$ cat config.mk
export PLATFORM = sky130hd
export DESIGN_NAME = multi_channel_pulse_toggle_timer_flat
export DESIGN_NICKNAME = d
export VERILOG_FILES = /design/src/design/mptt_pkg.sv /design/src/design/mptt_in_if.sv /design/src/design/mptt_out_if.sv /design/src/design/multi_channel_pulse_toggle_timer.sv /design/src/design/mptt_ram.sv /design/src/flat_wrapper.sv
export SDC_FILE = /design/constraint.sdc
export NUM_CORES = 1
export LEC_CHECK = 0
export BUFFER_PORTS_ARGS = -buffer_cell sky130_fd_sc_hd__buf_2
export CAP_MARGIN = 20
export CORE_ASPECT_RATIO = 0.8
export CORE_UTILIZATION = 50
export DETAILED_ROUTE_END_ITERATION = 6
export PLACE_DENSITY = 0.74
export REMOVE_ABC_BUFFERS = 1
export SLEW_MARGIN = 25
export SYNTH_ARGS = -nofsm -noshare
export SYNTH_HDL_FRONTEND = slang
export SYNTH_SLANG_ARGS = --single-unit
$ cat constraint.sdc
create_clock -name clk -period 8.4 [get_ports clk]
set_input_delay 1.68 -clock clk [delete_from_list [all_inputs] [get_ports clk]]
set_output_delay 1.68 -clock clk [all_outputs]
set_load 0.01 [all_outputs]
$ cat src/design/mptt_pkg.sv
// ----------------------------------------------------------------------------
// mptt_pkg
// Shared types and constants of the multi-channel pulse/toggle timer.
// ----------------------------------------------------------------------------
package mptt_pkg;

  // field widths
  localparam int ACT_W   = 3;
  localparam int CHAN_W  = 5;
  localparam int MS_W    = 16;
  localparam int STAT_W  = 2;
  localparam int BANK_W  = 16;
  localparam int CFG_IDX_W  = 2;
  localparam int CFG_DATA_W = 16;

  typedef logic [ACT_W-1:0]      action_t;
  typedef logic [CHAN_W-1:0]     chan_t;
  typedef logic [MS_W-1:0]       ms_t;
  typedef logic [STAT_W-1:0]     status_t;
  typedef logic [BANK_W-1:0]     bank_t;
  typedef logic [CFG_IDX_W-1:0]  cfg_idx_t;
  typedef logic [CFG_DATA_W-1:0] cfg_data_t;

  // action codes
  localparam action_t ACT_TRIGGER = 3'd0;
  localparam action_t ACT_TOGGLE  = 3'd1;
  localparam action_t ACT_CLEAR   = 3'd2;
  localparam action_t ACT_TICK    = 3'd3;
  localparam action_t ACT_STATUS  = 3'd4;

  // status codes
  localparam status_t ST_OK       = 2'd0;
  localparam status_t ST_NO_CHAN  = 2'd1;
  localparam status_t ST_BEYOND   = 2'd2;
  localparam status_t ST_RUNNING  = 2'd3;

  // register indexes
  localparam cfg_idx_t REG_CHANNEL_COUNT  = 2'd0;
  localparam cfg_idx_t REG_INITIAL_LEVELS = 2'd1;
  localparam cfg_idx_t REG_DEFAULT_PULSE  = 2'd2;

  // register reset values
  localparam chan_t COUNT_RESET         = 5'd16;
  localparam bank_t INITIAL_LEVELS_RESET = 16'd0;
  localparam ms_t   DEFAULT_PULSE_RESET  = 16'd200;

endpackage

$ cat src/design/mptt_in_if.sv
// ----------------------------------------------------------------------------
// mptt_in_if
// Command channel of the pulse timer: valid/ready plus the command word.
// ----------------------------------------------------------------------------
interface mptt_in_if;
  logic              valid;
  logic              ready;
  mptt_pkg::action_t action;
  mptt_pkg::chan_t   channel;
  logic              invert;
  mptt_pkg::ms_t     pulse_ms;
  mptt_pkg::ms_t     elapsed_ms;

  modport source (output valid, action, channel, invert, pulse_ms, elapsed_ms,
                  input ready);
  modport sink   (input valid, action, channel, invert, pulse_ms, elapsed_ms,
                  output ready);
endinterface

$ cat src/design/mptt_out_if.sv
// ----------------------------------------------------------------------------
// mptt_out_if
// Result channel of the pulse timer: valid/ready plus the result word.
// ----------------------------------------------------------------------------
interface mptt_out_if;
  logic              valid;
  logic              ready;
  mptt_pkg::status_t status;
  mptt_pkg::chan_t   channel_echo;
  logic              level;
  mptt_pkg::ms_t     pulse_len;
  mptt_pkg::bank_t   levels;
  mptt_pkg::bank_t   running_mask;

  modport source (output valid, status, channel_echo, level, pulse_len, levels,
                  running_mask, input ready);
  modport sink   (input valid, status, channel_echo, level, pulse_len, levels,
                  running_mask, output ready);
endinterface

$ cat src/design/multi_channel_pulse_toggle_timer.sv
// ----------------------------------------------------------------------------
// multi_channel_pulse_toggle_timer
// Bank of output bits, each with a one-shot millisecond countdown kept in RAM.
// ----------------------------------------------------------------------------
// Timing: trigger, toggle, clear and status give their result word in the cycle
//   after acceptance; tick walks n = min(channel_count, CHANNELS) countdown RAM
//   entries, one entry read-modify-written per cycle, then gives its result word.
// Throughput: one word per cycle for non-tick actions while results are taken; no new word during a tick walk.
// Reset (rst_n low, synchronous): no pulse running, levels 0, channel count 16,
//   default pulse 200; countdown RAM needs no clearing, running bits guard it.
module multi_channel_pulse_toggle_timer #(
  parameter int CHANNELS = 16
) (
  input  logic                  clk,
  input  logic                  rst_n,
  mptt_in_if.sink               in_if,
  mptt_out_if.source            out_if,
  input  logic                  cfg_wr_en,
  input  mptt_pkg::cfg_idx_t    cfg_index,
  input  mptt_pkg::cfg_data_t   cfg_data
);

  localparam int IW = (CHANNELS > 1) ? $clog2(CHANNELS) : 1;
  localparam int CW = $clog2(CHANNELS + 1);
  localparam int LW = (CHANNELS > mptt_pkg::BANK_W) ? CHANNELS : mptt_pkg::BANK_W;

  localparam logic ST_IDLE = 1'b0;
  localparam logic ST_TICK = 1'b1;

  logic                 state_r, state_nxt;
  mptt_pkg::chan_t      count_r, count_nxt;
  mptt_pkg::ms_t        default_r, default_nxt;
  logic [LW-1:0]        levels_r, levels_nxt;
  logic [CHANNELS-1:0]  running_r, running_nxt;
  logic [CW-1:0]        rd_idx_r, rd_idx_nxt;
  logic [IW-1:0]        stg_idx_r, stg_idx_nxt;
  mptt_pkg::ms_t        elapsed_r, elapsed_nxt;

  logic                 out_valid_r, out_valid_nxt;
  mptt_pkg::status_t    out_status_r;
  mptt_pkg::chan_t      out_echo_r;
  logic                 out_level_r;
  mptt_pkg::ms_t        out_len_r;
  mptt_pkg::bank_t      out_levels_r;
  mptt_pkg::bank_t      out_running_r;

  logic                 ram_we;
  logic [IW-1:0]        ram_waddr;
  mptt_pkg::ms_t        ram_wdata;
  logic [IW-1:0]        ram_raddr;
  mptt_pkg::ms_t        ram_rdata;

  logic [CW-1:0]        live_n;
  logic                 acc;
  logic [IW-1:0]        chan_idx;
  logic                 load;
  mptt_pkg::status_t    res_status;
  mptt_pkg::chan_t      res_echo;
  logic                 res_level;
  mptt_pkg::ms_t        res_len;
  logic [LW-1:0]        run_pad;

  // countdown store
  mptt_ram #(
    .WIDTH (mptt_pkg::MS_W),
    .DEPTH (CHANNELS)
  ) u_cnt_ram (
    .clk   (clk),
    .we    (ram_we),
    .waddr (ram_waddr),
    .wdata (ram_wdata),
    .raddr (ram_raddr),
    .rdata (ram_rdata)
  );

  // effective channel count
  always_comb begin
    if (32'(count_r) < CHANNELS) begin
      live_n = CW'(count_r);
    end else begin
      live_n = CW'(CHANNELS);
    end
  end

  // handshake
  assign in_if.ready = (state_r == ST_IDLE) && (!out_valid_r || out_if.ready);
  assign acc         = in_if.valid && in_if.ready;
  assign chan_idx    = IW'(32'(in_if.channel) - 32'd1);

  // action decode and tick walk
  always_comb begin
    state_nxt   = state_r;
    count_nxt   = count_r;
    default_nxt = default_r;
    levels_nxt  = levels_r;
    running_nxt = running_r;
    rd_idx_nxt  = rd_idx_r;
    stg_idx_nxt = stg_idx_r;
    elapsed_nxt = elapsed_r;
    ram_we      = 1'b0;
    ram_waddr   = stg_idx_r;
    ram_wdata   = ram_rdata - elapsed_r;
    ram_raddr   = '0;
    load        = 1'b0;
    res_status  = mptt_pkg::ST_OK;
    res_echo    = '0;
    res_level   = 1'b0;
    res_len     = '0;

    unique case (state_r)
      ST_IDLE: begin
        if (acc) begin
          load = 1'b1;
          unique case (in_if.action)
            mptt_pkg::ACT_TRIGGER, mptt_pkg::ACT_TOGGLE: begin
              res_echo = in_if.channel;
              if (in_if.channel == '0) begin
                res_status = mptt_pkg::ST_NO_CHAN;
              end else if (32'(in_if.channel) > 32'(live_n)) begin
                res_status = mptt_pkg::ST_BEYOND;
              end else if (running_r[chan_idx]) begin
                res_status = mptt_pkg::ST_RUNNING;
              end else if (in_if.action == mptt_pkg::ACT_TRIGGER) begin
                res_level            = !in_if.invert;
                levels_nxt[chan_idx] = !in_if.invert;
                res_len = (in_if.pulse_ms != '0) ? in_if.pulse_ms : default_r;
                ram_we    = 1'b1;
                ram_waddr = chan_idx;
                ram_wdata = res_len;
                running_nxt[chan_idx] = (res_len != '0);
              end else begin
                res_level            = !levels_r[chan_idx];
                levels_nxt[chan_idx] = !levels_r[chan_idx];
              end
            end
            mptt_pkg::ACT_CLEAR: begin
              for (int i = 0; i < CHANNELS; i++) begin
                if ((i < 32'(live_n)) && running_r[i]) begin
                  levels_nxt[i]  = !levels_r[i];
                  running_nxt[i] = 1'b0;
                end
              end
            end
            mptt_pkg::ACT_TICK: begin
              if (live_n != '0) begin
                // start walk: read entry 0 now, process it next cycle
                load        = 1'b0;
                state_nxt   = ST_TICK;
                ram_raddr   = '0;
                stg_idx_nxt = '0;
                rd_idx_nxt  = CW'(1);
                elapsed_nxt = in_if.elapsed_ms;
              end
            end
            default: begin
              // status and unused codes only report
            end
          endcase
        end
      end
      ST_TICK: begin
        // update the entry read last cycle
        if (running_r[stg_idx_r]) begin
          if (ram_rdata <= elapsed_r) begin
            running_nxt[stg_idx_r] = 1'b0;
            levels_nxt[stg_idx_r]  = !levels_r[stg_idx_r];
          end else begin
            ram_we = 1'b1;
          end
        end
        // issue the next read or finish
        if (rd_idx_r < live_n) begin
          ram_raddr   = IW'(rd_idx_r);
          stg_idx_nxt = IW'(rd_idx_r);
          rd_idx_nxt  = CW'(rd_idx_r + 1'b1);
        end else begin
          state_nxt = ST_IDLE;
          load      = 1'b1;
        end
      end
      default: begin
        state_nxt = ST_IDLE;
      end
    endcase

    // configuration writes
    if (cfg_wr_en) begin
      unique case (cfg_index)
        mptt_pkg::REG_CHANNEL_COUNT:  count_nxt   = cfg_data[mptt_pkg::CHAN_W-1:0];
        mptt_pkg::REG_INITIAL_LEVELS: levels_nxt  = LW'(cfg_data);
        mptt_pkg::REG_DEFAULT_PULSE:  default_nxt = cfg_data;
        default: begin
        end
      endcase
    end
  end

  assign run_pad = LW'(running_nxt);

  // output register valid
  always_comb begin
    if (load) begin
      out_valid_nxt = 1'b1;
    end else if (out_if.ready) begin
      out_valid_nxt = 1'b0;
    end else begin
      out_valid_nxt = out_valid_r;
    end
  end

  // control state
  always_ff @(posedge clk) begin
    if (!rst_n) begin
      state_r     <= ST_IDLE;
      count_r     <= mptt_pkg::COUNT_RESET;
      default_r   <= mptt_pkg::DEFAULT_PULSE_RESET;
      levels_r    <= LW'(mptt_pkg::INITIAL_LEVELS_RESET);
      running_r   <= '0;
      rd_idx_r    <= '0;
      out_valid_r <= 1'b0;
    end else begin
      state_r     <= state_nxt;
      count_r     <= count_nxt;
      default_r   <= default_nxt;
      levels_r    <= levels_nxt;
      running_r   <= running_nxt;
      rd_idx_r    <= rd_idx_nxt;
      out_valid_r <= out_valid_nxt;
    end
  end

  // walk payload
  always_ff @(posedge clk) begin
    stg_idx_r <= stg_idx_nxt;
    elapsed_r <= elapsed_nxt;
  end

  // result word
  always_ff @(posedge clk) begin
    if (load) begin
      out_status_r  <= res_status;
      out_echo_r    <= res_echo;
      out_level_r   <= res_level;
      out_len_r     <= res_len;
      out_levels_r  <= levels_nxt[mptt_pkg::BANK_W-1:0];
      out_running_r <= run_pad[mptt_pkg::BANK_W-1:0];
    end
  end

  assign out_if.valid        = out_valid_r;
  assign out_if.status       = out_status_r;
  assign out_if.channel_echo = out_echo_r;
  assign out_if.level        = out_level_r;
  assign out_if.pulse_len    = out_len_r;
  assign out_if.levels       = out_levels_r;
  assign out_if.running_mask = out_running_r;

  // no new word during a tick walk
  a_walk_blocks_input: assert property (@(posedge clk) disable iff (!rst_n)
    (state_r == ST_TICK) |-> !in_if.ready)
    else $error("command accepted during tick walk");

  // walk index stays inside the live channels
  a_walk_index: assert property (@(posedge clk) disable iff (!rst_n)
    (state_r == ST_TICK) |-> (32'(stg_idx_r) < 32'(live_n)))
    else $error("tick walk index beyond channel count");

  // non-tick words answer in the next cycle
  a_quick_result: assert property (@(posedge clk) disable iff (!rst_n)
    (acc && (in_if.action != mptt_pkg::ACT_TICK)) |=> out_valid_r)
    else $error("result missing after command");

  // RAM writes only from a trigger or the tick walk
  a_ram_write_src: assert property (@(posedge clk) disable iff (!rst_n)
    ram_we |-> ((state_r == ST_TICK) || acc))
    else $error("unexpected countdown write");

endmodule

$ cat src/design/mptt_ram.sv
// ----------------------------------------------------------------------------
// mptt_ram
// Generic simple dual-port RAM: one write port, one registered read port.
// ----------------------------------------------------------------------------
module mptt_ram #(
  parameter int WIDTH = 16,
  parameter int DEPTH = 16
) (
  input  logic                                     clk,
  input  logic                                     we,
  input  logic [(DEPTH > 1 ? $clog2(DEPTH) : 1)-1:0] waddr,
  input  logic [WIDTH-1:0]                         wdata,
  input  logic [(DEPTH > 1 ? $clog2(DEPTH) : 1)-1:0] raddr,
  output logic [WIDTH-1:0]                         rdata
);

  logic [WIDTH-1:0] mem [DEPTH];

  // write port
  always_ff @(posedge clk) begin
    if (we) begin
      mem[waddr] <= wdata;
    end
  end

  // registered read
  always_ff @(posedge clk) begin
    rdata <= mem[raddr];
  end

endmodule

$ cat src/flat_wrapper.sv
// flat-port wrapper written by rule: the top's interface ports become plain ports
module multi_channel_pulse_toggle_timer_flat 
#(
  parameter int CHANNELS = 16
)
  (clk, rst_n, cfg_wr_en, cfg_index, cfg_data, in_if_valid, in_if_action, in_if_channel, in_if_invert, in_if_pulse_ms, in_if_elapsed_ms, in_if_ready, out_if_valid, out_if_status, out_if_channel_echo, out_if_level, out_if_pulse_len, out_if_levels, out_if_running_mask, out_if_ready);
  mptt_in_if in_if_i ();
  mptt_out_if out_if_i ();
  input  logic clk;
  input  logic rst_n;
  input  logic cfg_wr_en;
  input  mptt_pkg::cfg_idx_t cfg_index;
  input  mptt_pkg::cfg_data_t cfg_data;
  input wire logic [$bits(in_if_i.valid)-1:0] in_if_valid;
  input wire logic [$bits(in_if_i.action)-1:0] in_if_action;
  input wire logic [$bits(in_if_i.channel)-1:0] in_if_channel;
  input wire logic [$bits(in_if_i.invert)-1:0] in_if_invert;
  input wire logic [$bits(in_if_i.pulse_ms)-1:0] in_if_pulse_ms;
  input wire logic [$bits(in_if_i.elapsed_ms)-1:0] in_if_elapsed_ms;
  output wire logic [$bits(in_if_i.ready)-1:0] in_if_ready;
  output wire logic [$bits(out_if_i.valid)-1:0] out_if_valid;
  output wire logic [$bits(out_if_i.status)-1:0] out_if_status;
  output wire logic [$bits(out_if_i.channel_echo)-1:0] out_if_channel_echo;
  output wire logic [$bits(out_if_i.level)-1:0] out_if_level;
  output wire logic [$bits(out_if_i.pulse_len)-1:0] out_if_pulse_len;
  output wire logic [$bits(out_if_i.levels)-1:0] out_if_levels;
  output wire logic [$bits(out_if_i.running_mask)-1:0] out_if_running_mask;
  input wire logic [$bits(out_if_i.ready)-1:0] out_if_ready;
  assign in_if_i.valid = in_if_valid;
  assign in_if_i.action = in_if_action;
  assign in_if_i.channel = in_if_channel;
  assign in_if_i.invert = in_if_invert;
  assign in_if_i.pulse_ms = in_if_pulse_ms;
  assign in_if_i.elapsed_ms = in_if_elapsed_ms;
  assign in_if_ready = in_if_i.ready;
  assign out_if_valid = out_if_i.valid;
  assign out_if_status = out_if_i.status;
  assign out_if_channel_echo = out_if_i.channel_echo;
  assign out_if_level = out_if_i.level;
  assign out_if_pulse_len = out_if_i.pulse_len;
  assign out_if_levels = out_if_i.levels;
  assign out_if_running_mask = out_if_i.running_mask;
  assign out_if_i.ready = out_if_ready;
  multi_channel_pulse_toggle_timer #(.CHANNELS(CHANNELS)) u_core (.clk(clk), .rst_n(rst_n), .in_if(in_if_i), .out_if(out_if_i), .cfg_wr_en(cfg_wr_en), .cfg_index(cfg_index), .cfg_data(cfg_data));
endmodule
Yosys cells after proc, flatten, opt, wreduce, memory -nomap -nowiden

Memory sizes are Yosys's and may differ from the RTL's. A register that Yosys moved wholly into a read port is not among the register bits.
Index checks and enable logic that the tools add are counted.

Reduce and logical (&&, ||, !) cells: 57
Add/subtract/negate cells: 3
Multiplexer cells: 123
Order comparisons: 24
Bitwise logic cells: 6
Equal/unequal tests: 9

Operators by type and width:

| operator                                             | count |
|---|---|
| 2-to-1 mux 16 bit                                    | 24 |
| one-hot mux 16 bit (2 select lines)                  | 4 |
| bitwise mux 16 bit                                   | 4 |
| 2-to-1 mux 1 bit                                     | 60 |
| 2-to-1 mux 4 bit                                     | 12 |
| < comparator 4 x 5 -> 1 bit (first input constant)   | 8 |
| nonzero test 16 bit                                  | 2 |
| 2-to-1 mux 5 bit                                     | 5 |
| logical AND 1 bit                                    | 20 |
| logical NOT 1 bit                                    | 20 |
| < comparator 3 x 5 -> 1 bit (first input constant)   | 4 |
| AND 16 bit                                           | 1 |
| binary-select mux 1 bit (select 4 bit)               | 4 |
| less-or-equal comparator 16 bit                      | 1 |
| inverter 16 bit                                      | 1 |
| one-hot mux 4 bit (2 select lines)                   | 2 |
| subtractor 16 bit                                    | 1 |
| < comparator 1 x 5 -> 1 bit (first input constant)   | 2 |
| < comparator 2 x 5 -> 1 bit (first input constant)   | 2 |
| < comparator 4 x 5 -> 1 bit (second input constant)  | 2 |
| one-hot mux 5 bit (2 select lines)                   | 1 |
| demux 1 bit (select 4 bit)                           | 2 |
| >= comparator 4 x 1 -> 1 bit (second input constant) | 2 |
| AND reduction 4 bit                                  | 2 |
| 26 further kinds                                     | 36 |

Logic and storage cells: 239
Bits in registers: 136
Memories: 1
Bits in writable memories: 256
Bits of input ports: 64
Output and inout bits: 58

Memory list:

| name                 | words | width | read ports | clocked after Yosys merged registers in | write ports | RTL line       | source |
|---|---|---|---|---|---|---|---|
| u_core.u_cnt_ram.mem | 16    | 16    | 1          | 1                                       | 1           | mptt_ram.sv:17 | `logic [WIDTH-1:0] mem [DEPTH];` |

Longest topological paths before layout

Gate-level depths: netlist of the first run.

Depth in word-level cells: 15
Mapped depth: 15
Mapped depth without buffers: 12

Cells and area by module

From an unflattened synthesis of the first run, not the netlist that was laid out.

Cell total of the unflattened synthesis: 1,499
Area total of the unflattened synthesis: 19,497.4 um^2

By module, submodules not included:

| module                           | sequential area each (um^2) | cells each | area an instance (um^2) | times used |
|---|---|---|---|---|
| mptt_ram                         | 8,007.7                     | 432        | 10,042.1                | 1 |
| multi_channel_pulse_toggle_timer | 3,483.3                     | 1,067      | 9,455.3                 | 1 |

Worst setup path before layout of the first run

Ideal clock, no wire load.

Path kind: reg-to-reg
Start: register u_core.count_r[1]
End: register u_core.out_echo_r[0] (netlist: u_core.out_if.channel_echo[0]) (enable)
Library setup time: 0.550 ns
Arrival: 5.553 ns
Path slack: 2.297 ns
Period minus slack after synthesis: 6.103 ns
Path buffers: 2
Data required time: 7.850 ns
Cell stages (with the launch flop): 9
Path through: dfxtp_1 clkbuf_1 nand2_1 ha_1 a21oi_1 o21ai_1 nand2_1 buf_2 o21ai_0

Longest elaborated chain between the ends: 7
Elaborated cells between the ends (all ways): 9
Classes of those cells: order compare (2); mux (6); reduce/logical (1)

Ends and longest elaborated chain:

| item                                                                       | RTL line                                | source |
|---|---|---|
| start: declaration                                                         | multi_channel_pulse_toggle_timer.sv:31  | `mptt_pkg::chan_t count_r, count_nxt;` |
| start signal: assignment                                                   | multi_channel_pulse_toggle_timer.sv:215 | `count_r <= mptt_pkg::COUNT_RESET;` |
| start signal: assignment                                                   | multi_channel_pulse_toggle_timer.sv:223 | `count_r <= count_nxt;` |
| < comparator 5 bit                                                         | multi_channel_pulse_toggle_timer.sv:78  | `if (32'(count_r) < CHANNELS) begin` |
| 2-to-1 mux 5 bit (*)                                                       | multi_channel_pulse_toggle_timer.sv:78  |  |
| parallel branches: the longest is 4 deep, another holds < comparator 5 bit | n/a                                     |  |
| one-hot mux 1 bit (2 select lines) (*)                                     | multi_channel_pulse_toggle_timer.sv:110 | `unique case (state_r)` |
| named net u_core.load                                                      | multi_channel_pulse_toggle_timer.sv:56  | `logic load;` |
| end signal: assignment                                                     | multi_channel_pulse_toggle_timer.sv:242 | `out_echo_r <= res_echo;` |
| end: declaration                                                           | multi_channel_pulse_toggle_timer.sv:41  | `mptt_pkg::chan_t out_echo_r;` |

Mark *: on every way through the listed nets, which the timed path passes.
A chain may end at the register's enable or synchronous reset.

Worst setup path after layout of the first run

Start: input port in_if_channel[0]
End: memory u_core.u_cnt_ram.mem[8][5] (enable)

Longest elaborated chain between the ends: 11
Elaborated cells between the ends (all ways): 20
Classes of those cells: add/sub (1); order compare (1); mux (17); reduce/logical (1)

Ends and longest elaborated chain:

| item                                   | RTL line                                | source |
|---|---|---|
| start: declaration                     | flat_wrapper.sv:16                      | `input wire logic [$bits(in_if_i.channel)-1:0] in_if_channel;` |
| subtractor 4 x 1 -> 4 bit              | multi_channel_pulse_toggle_timer.sv:88  | `assign chan_idx = IW'(32'(in_if.channel) - 32'd1);` |
| binary-select mux 1 bit (select 4 bit) | multi_channel_pulse_toggle_timer.sv:121 | `end else if (running_r[chan_idx]) begin` |
| 2-to-1 mux 1 bit (not written as such) | multi_channel_pulse_toggle_timer.sv:121 |  |
| 2-to-1 mux 1 bit                       | multi_channel_pulse_toggle_timer.sv:121 |  |
| 2-to-1 mux 1 bit                       | multi_channel_pulse_toggle_timer.sv:119 | `end else if (32'(in_if.channel) > 32'(live_n)) begin` |
| 2-to-1 mux 1 bit                       | multi_channel_pulse_toggle_timer.sv:117 | `if (in_if.channel == '0) begin` |
| 2-to-1 mux 1 bit                       | multi_channel_pulse_toggle_timer.sv:114 | `unique case (in_if.action)` |
| 2-to-1 mux 1 bit                       | multi_channel_pulse_toggle_timer.sv:112 | `if (acc) begin` |
| one-hot mux 1 bit (2 select lines)     | multi_channel_pulse_toggle_timer.sv:110 |  |
| 2-to-1 mux 1 bit                       | mptt_ram.sv:21                          | `if (we) begin` |
| 2-to-1 mux 1 bit (not written as such) | mptt_ram.sv:22                          | `mem[waddr] <= wdata;` |
| end: declaration                       | mptt_ram.sv:17                          |  |

Parallel ways exist; a longest one is shown, timed or not. The select of a mux whose other input is x is not followed.

==> qor.yml, run 1 <==
cts.sinks: 408
tns_ns: 0
synth_cell_types: 92
avgSynthCellArea_um2: 11.85
min_path_cells: 2
postCtsSetupBuffers: 0
reg2reg_depth: 12
synth_seq_cells: 408
cts_tree: "done"
whs_endpoint: "u_core.default_r[15]"
outcome: "completed"
slew_violations: 0
antenna_found_initial: 2
layout.nets: 1808
area_delta_synth_final_pct: 12.17
timing.rr.end: "u_core.u_cnt_ram.mem[8][5]"
rows: 63
die_x_um: 221.0
worstPathCellList: "buf_2 -> inv_1 -> ha_1 -> mux4_2 -> mux2i_1 -> mux2_4 -> and3_1 -> nand3_2 -> o22a_1 -> or2_1 -> nor2_2"
worstHoldStart: "u_core.default_r[15]"
cts-root-buf: "clkbuf_16"
hpwl_um: 44230
dieArea_mm2: 0.03917
hold_class: "reg2reg"
cts_max_path_buffers: 3
grt_pass1_wl_um: 90560
post-route-min-period_ns: 6.436
finalHoldViolCount: 0
grt_overflow: 0
yosysSeqAreaShare_pct: 59.88
skew_ns: 0.01742
n_antenna_cell: 0
htreeDepth: 2
viasPerCell: 6.592
power_density_mw_per_mm2: 201.2
max-cap-violations: 0
synth_cells: 1619
die_height_um: 177.2
insertion_delay_ns: 0.55
crit_arrival_ns: 6.60
worst_slew_pin_slew_ns: 1.055
cts_hold_buf: 0
port_buffers: 121
path_buf_inv: 2
core_region_area_mm2: 0.03744
hold_ws_ns: 0.4829
power.leakage_nw: 7.633
netlist_area_mm2: 0.01919
fmax_mhz: 155.4
place.gp.congestion: 1.041
cts_resized: 0
cpPeakStageDelay_ns: 0.72
synthArstFlopShare_pct: 0
synth_flop_cell: "edfxtp_1"
peakVddDrop_uv: 129.2
start_util_pct: 51.25
finalCritPeriodShare_pct: 76.62
clkTransAtPathRegs_ns: 0.07
cp_top_family: "simple AND/OR/NAND/NOR gates"
numCtsBuffers: 41
maxSlewHeadroom_pct: 29.43
cp_max_fo: 37
r2r_start: "u_core.count_r[4]"
yosys_warnings: 0
grt_max_degree: 51
synth-edff-count: 332
finalSetupViolations: 0
cp-end-kind: "flip-flop"
layout-drive-gt1-share_pct: 17.11
vias: 14690
grt_setup_unrepaired: "no"
wire_per_inst_um: 27.95
rrSetupSlack_ns: 3.03
wl_um: 62290
worstSetupPathType: "in2reg"
start_kind: "primary input"
initialDrtViolationCount: 2329
io_pins: 122
first_global_vias: 13820
grt_usage_pct: 31.63
ant_nets: 0
cp_data_required_time_ns: 8.57
drc: 0
cp_slowest_cell: "ha_1"
drtPass1Iterations: 5
[worst max path at each step]
| stage | start | to | depth (start not counted) |
|---|---|---|---|
| 6_report | in_if_channel[0] | u_core.u_cnt_ram.mem[8][5] | 11 |
| 2_1_floorplan | u_core.rd_idx_r[0] | u_core.u_cnt_ram.rdata[12] | 6 |
| 3_5_place_dp | in_if_channel[0] | u_core.u_cnt_ram.mem[8][11] | 11 |
| 4_1_cts | in_if_channel[0] | u_core.u_cnt_ram.mem[8][5] | 11 |
| 5_1_grt | in_if_channel[0] | u_core.u_cnt_ram.mem[8][5] | 11 |
| 3_3_place_gp | in_if_channel[0] | u_core.u_cnt_ram.mem[8][8] | 11 |
[metal layers]
layer | global-route usage (%) | routed length [µm] | vias to the layer above
met5 | 0 | 0 | -
met4 | 10.84 | 2145 | 0
met3 | 8.782 | 8587 | 135
met2 | 43.92 | 25160 | 1005
met1 | 47.22 | 26400 | 7206
li1 | - | - | 6348
[flip-flops by register name, indices dropped and copies added (netlist names)]
signal / cells
u_core.out_if.levels: 16
u_core.out_if.running_mask: 16
u_core.out_if.level: 1
u_core.levels_r: 16
u_core.u_cnt_ram.mem: 256
u_core.default_r: 16
u_core.out_if.status: 2
u_core.out_if.pulse_len: 16
u_core.rd_idx_r: 5
u_core.out_if.valid: 1
u_core.elapsed_r: 16
u_core.out_if.channel_echo: 5
u_core.u_cnt_ram.rdata: 16
u_core.count_r: 5
u_core.stg_idx_r: 4
u_core.running_r: 16
u_core.state_r: 1
[cells by family (layout without fill, tap and decap cells)]
family	after synthesis	in the layout	share of synthesized area, %
and+or+nand+nor	522	522	13.20
muxes	101	101	6.566
AOI/OAI and AO/OA	396	396	14.21
DFF	408	408	59.88
buffers and inverters	143	266	3.162
xor gates and xnor gates	17	17	0.8542
adders and majority gates	32	32	2.126
[cell type report]
type                    count  area, µm²
clock buffers              53       1112
well taps                 487      609.3
clock inverters            20      163.9
inverters                  43      161.4
fillers                  3070      15920
flip-flops and latches    408      11490
repair buffers            150      823.3
multi-input cells        1068       7164
[cell usage after synthesis, drive strengths merged (6+ instances only)]
master	count	area share (%)
nand2	146	2.9
ha	31	2.0
mux2	13	0.78
o21ai	70	1.9
dfxtp	76	7.9
edfxtp	332	52
o311ai	6	0.31
o221ai	19	0.87
a21oi	87	2.3
inv	42	0.82
a211oi	6	0.26
o31ai	10	0.42
clkbuf	72	1.4
a31oi	20	0.65
nor3	61	1.7
nand4	14	0.49
o311a	13	0.68
o22ai	18	0.59
o32ai	17	0.78
buf	28	0.90
a31o	16	0.73
mux4	17	2.0
and3	11	0.36
nand2b	26	0.85
and2	25	0.82
mux2i	71	3.8
o211ai	39	1.5
xor2	9	0.49
nor2	143	2.8
nor2b	10	0.33
nor4	12	0.39
nand3	38	1.1
nor3b	7	0.30
a211o	6	0.27
xnor2	8	0.37
a21o	25	0.98
[where the power goes]
part | internal [mW] | total [mW] | switching (mW) | leakage (nW)
Combinational | 0.0886 | 0.310 | 0.222 | 3.35
Sequential | 2.22 | 2.25 | 0.0286 | 3.66
Clock | 1.00 | 1.77 | 0.769 | 0.622
Total | 3.31 | 4.33 | 1.02 | 7.63
[through the flow]
| stage | area (µm²) | setup WS [ns] | cells | power, mW | utilization [%] |
|---|---|---|---|---|---|
| 6_report | 21530 | 1.964 | 2229 | 4.332 | 57.49 |
| 5_1_grt | 21530 | 1.659 | 2229 | 4.444 | 57.49 |
| 4_1_cts | 21530 | 1.985 | 2229 | 4.343 | 57.49 |
| 3_5_place_dp | 20250 | 1.433 | 2156 | 2.593 | 54.08 |
| 3_3_place_gp | 20240 | 1.652 | 2156 | 2.588 | 54.07 |
| 2_1_floorplan | 18740 | 1.359 | 1519 | 2.442 | - |
[placed cells by master, fill, tap and decap left out, types with 16 or more instances in the layout]
cell type	Yosys	final
mux4_2	17	17
clkbuf_16	0	42
a21oi_1	86	85
buf_4	5	29
o32ai_1	17	17
o22ai_1	18	18
mux2i_1	69	68
nand2b_1	26	26
nand2_1	146	145
nor3_1	58	55
a21o_1	25	25
o211ai_1	39	39
o21ai_0	63	62
and2_1	25	25
nor2_1	141	132
edfxtp_1	332	332
nand3_1	35	35
inv_1	42	42
buf_2	15	121
o221ai_1	19	19
dfxtp_1	76	76
ha_1	31	31
a31o_2	16	16
a31oi_1	20	20
[tightest hold or removal path, delay by kind of cell (launching register included)]
family,cells,cell delay (ns)
flops,1,0.32
simple gates,1,0.06
compound gates,1,0.06
(Power assumes the default switching activity.)
==> inputs of run 2 (changes only) <==
Clock period 8.4 ns to 6.3 ns, I/O delays scaled along.
==> run 2 against run 1 <==
Against the previous run: worst hold slack worse by 0.012 ns; combinational power rose by 35%; global-route usage is 0.31 points lower; non-clock buffer count rose by 5; highest routed layer unchanged; largest power group unchanged; via count rose by 0.38%; critical path type unchanged; flip-flop and latch count did not move; clock power grew 31%; wire length is 1.0% lower; clock skew grew 0.0066 ns.
==> qor.yml, run 2 (synthesized netlist as in run 1, its figures left out) <==
timing.rr.end: "u_core.u_cnt_ram.mem[13][10]"
cts_max_path_buffers: 3
min_path_cells: 2
cts_hold_buf: 0
numCtsBuffers: 40
drtPass1Iterations: 7
insertion_delay_ns: 0.56
ant_nets: 0
place.gp.congestion: 1.074
maxSlewHeadroom_pct: 27.45
share_comb_of_total_power_pct: 7.3
outcome: "completed"
max_flop_register: "u_core.u_cnt_ram.mem"
whs_endpoint: "u_core.default_r[15]"
largest_reg_flops: 256
final_common_cell: "edfxtp_1"
crit_arrival_ns: 5.09
htreeDepth: 2
start_util_pct: 51.25
layout_common_cells: "edfxtp_1 (332), nand2_1 (145), nor2_1 (133), buf_2 (121), a21oi_1 (85)"
cpPeakStageDelay_ns: 0.77
dieArea_mm2: 0.03917
worst_slew_pin_slew_ns: 1.085
finalSetupViolations: 0
worstSetupPathType: "in2reg"
grt_pass1_wl_um: 89200
p_int_mw: 4.407
cts-root-buf: "clkbuf_16"
io_pins: 122
slew_violations: 0
first_global_vias: 13790
cp_max_fo: 16
grt_setup_unrepaired: "no"
finalCritPeriodShare_pct: 78.18
post-route-min-period_ns: 4.925
core_region_area_mm2: 0.03744
wire_per_inst_um: 27.62
layout.nets: 1812
vias: 14750
seqPwrFrac_pct: 52.3
power.leakage_nw: 7.663
die_x_um: 221.0
grt_max_degree: 51
fmax_mhz: 203.0
hold_class: "reg2reg"
finalHoldViolCount: 0
rows: 63
reg2reg_depth: 10
start_kind: "primary input"
p_total_mw: 5.736
port_buffers: 121
power.clock.fraction_pct: 40.4
stdcell_count: 2232
place_inst: 2160
antenna_found_initial: 0
worstPathCellList: "buf_2 -> inv_1 -> ha_1 -> mux4_2 -> mux2i_1 -> mux2_4 -> nand4_2 -> nor2_4 -> mux2i_2 -> or2_1 -> nor2_2"
cts_resized: 0
viasPerCell: 6.608
grt_overflow: 0
wl_um: 61660
peakVddDrop_uv: 185.8
tns_ns: 0
rrSetupSlack_ns: 1.60
postCtsSetupBuffers: 0
max-cap-violations: 0
initialDrtViolationCount: 2152
cp_slowest_cell: "nor2_2"
layout-drive-gt1-share_pct: 16.77
die_height_um: 177.2
n_fill_cell: 2994
worstHoldStart: "u_core.default_r[15]"
p_sw_mw: 1.329
switching_share_pct: 23.17
clkTransAtPathRegs_ns: 0.07
cp_data_required_time_ns: 6.47
path_buf_inv: 2
cts.sinks: 408
r2r_start: "u_core.count_r[3]"
cp_top_family: "simple AND/OR/NAND/NOR gates"
grt_usage_pct: 31.32
skew_ns: 0.02403
cts_tree: "done"
drc: 0
area_delta_synth_final_pct: 12.49
hpwl_um: 44000
power_density_mw_per_mm2: 265.8
cp-end-kind: "flip-flop"
==> run 2: power by group through the flow <==
stage               registers, mW  clock network [mW]  logic [mW]
detailed placement           3.06                   0       0.398
floorplan                    3.07                   0       0.188
global route                 3.00                2.44       0.438
CTS                          3.00                2.33       0.400
finish                       3.00                2.32       0.417
global placement             3.06                   0       0.393
==> run 2: cell type report <==
type / count / area [µm²] / area share, %
Tap cell: 487 / 609.3 / 2.823
Timing Repair Buffer: 155 / 905.9 / 4.197
Antenna cell: 4 / 10.01 / 0.04637
Inverter: 43 / 161.4 / 0.7477
Clock inverter: 11 / 123.9 / 0.5738
Multi-Input combinational cell: 1068 / 7171 / 33.22
Sequential cell: 408 / 11490 / 53.23
Clock buffer: 56 / 1114 / 5.159
==> run 2: worst max path at each step <==
stage	startpoint	endpoint	slack (ns)	depth (start not counted)
global route	in_if_channel[1]	u_core.u_cnt_ram.mem[14][2]	1.25	11
detailed placement	in_if_channel[1]	u_core.u_cnt_ram.mem[11][8]	0.88	11
finish	in_if_channel[1]	u_core.u_cnt_ram.mem[13][10]	1.37	11
floorplan	u_core.rd_idx_r[0]	u_core.u_cnt_ram.rdata[12]	-0.74	6
global placement	in_if_channel[1]	u_core.u_cnt_ram.mem[14][15]	1.04	11
CTS	in_if_channel[1]	u_core.u_cnt_ram.mem[11][3]	1.43	11
==> run 2: metal layers <==
layer	wire length (µm)	track usage [%]	up-vias
li1	-	-	6378
met1	25830	44.87	7198
met2	25060	43.76	1045
met3	8671	11.11	129
met4	2097	10.93	0
met5	0	0	-
==> run 2: through the flow <==
| step | util (%) | hold slack, ns | area (µm²) | worst slack, ns |
|---|---|---|---|---|
| 2_1_floorplan | - | 0.4494 | 18740 | -0.7409 |
| 3_5_place_dp | 54.23 | 0.4662 | 20300 | 0.8764 |
| 4_1_cts | 57.53 | 0.4718 | 21540 | 1.434 |
| 3_3_place_gp | 54.21 | 0.4606 | 20300 | 1.039 |
| 5_1_grt | 57.62 | 0.5012 | 21580 | 1.247 |
| 6_report | 57.65 | 0.4706 | 21590 | 1.375 |
==> run 2: worst register-to-register path, stage by stage, from the launching register on <==
cell	delay (ns)
dfxtp_1	0.78
nand2_1	0.40
ha_1	0.40
o21ai_0	0.08
a21oi_1	0.07
o31ai_2	0.61
nand4_2	0.30
nor2_4	0.29
mux2i_2	0.23
or2_1	0.39
nor2_2	0.77
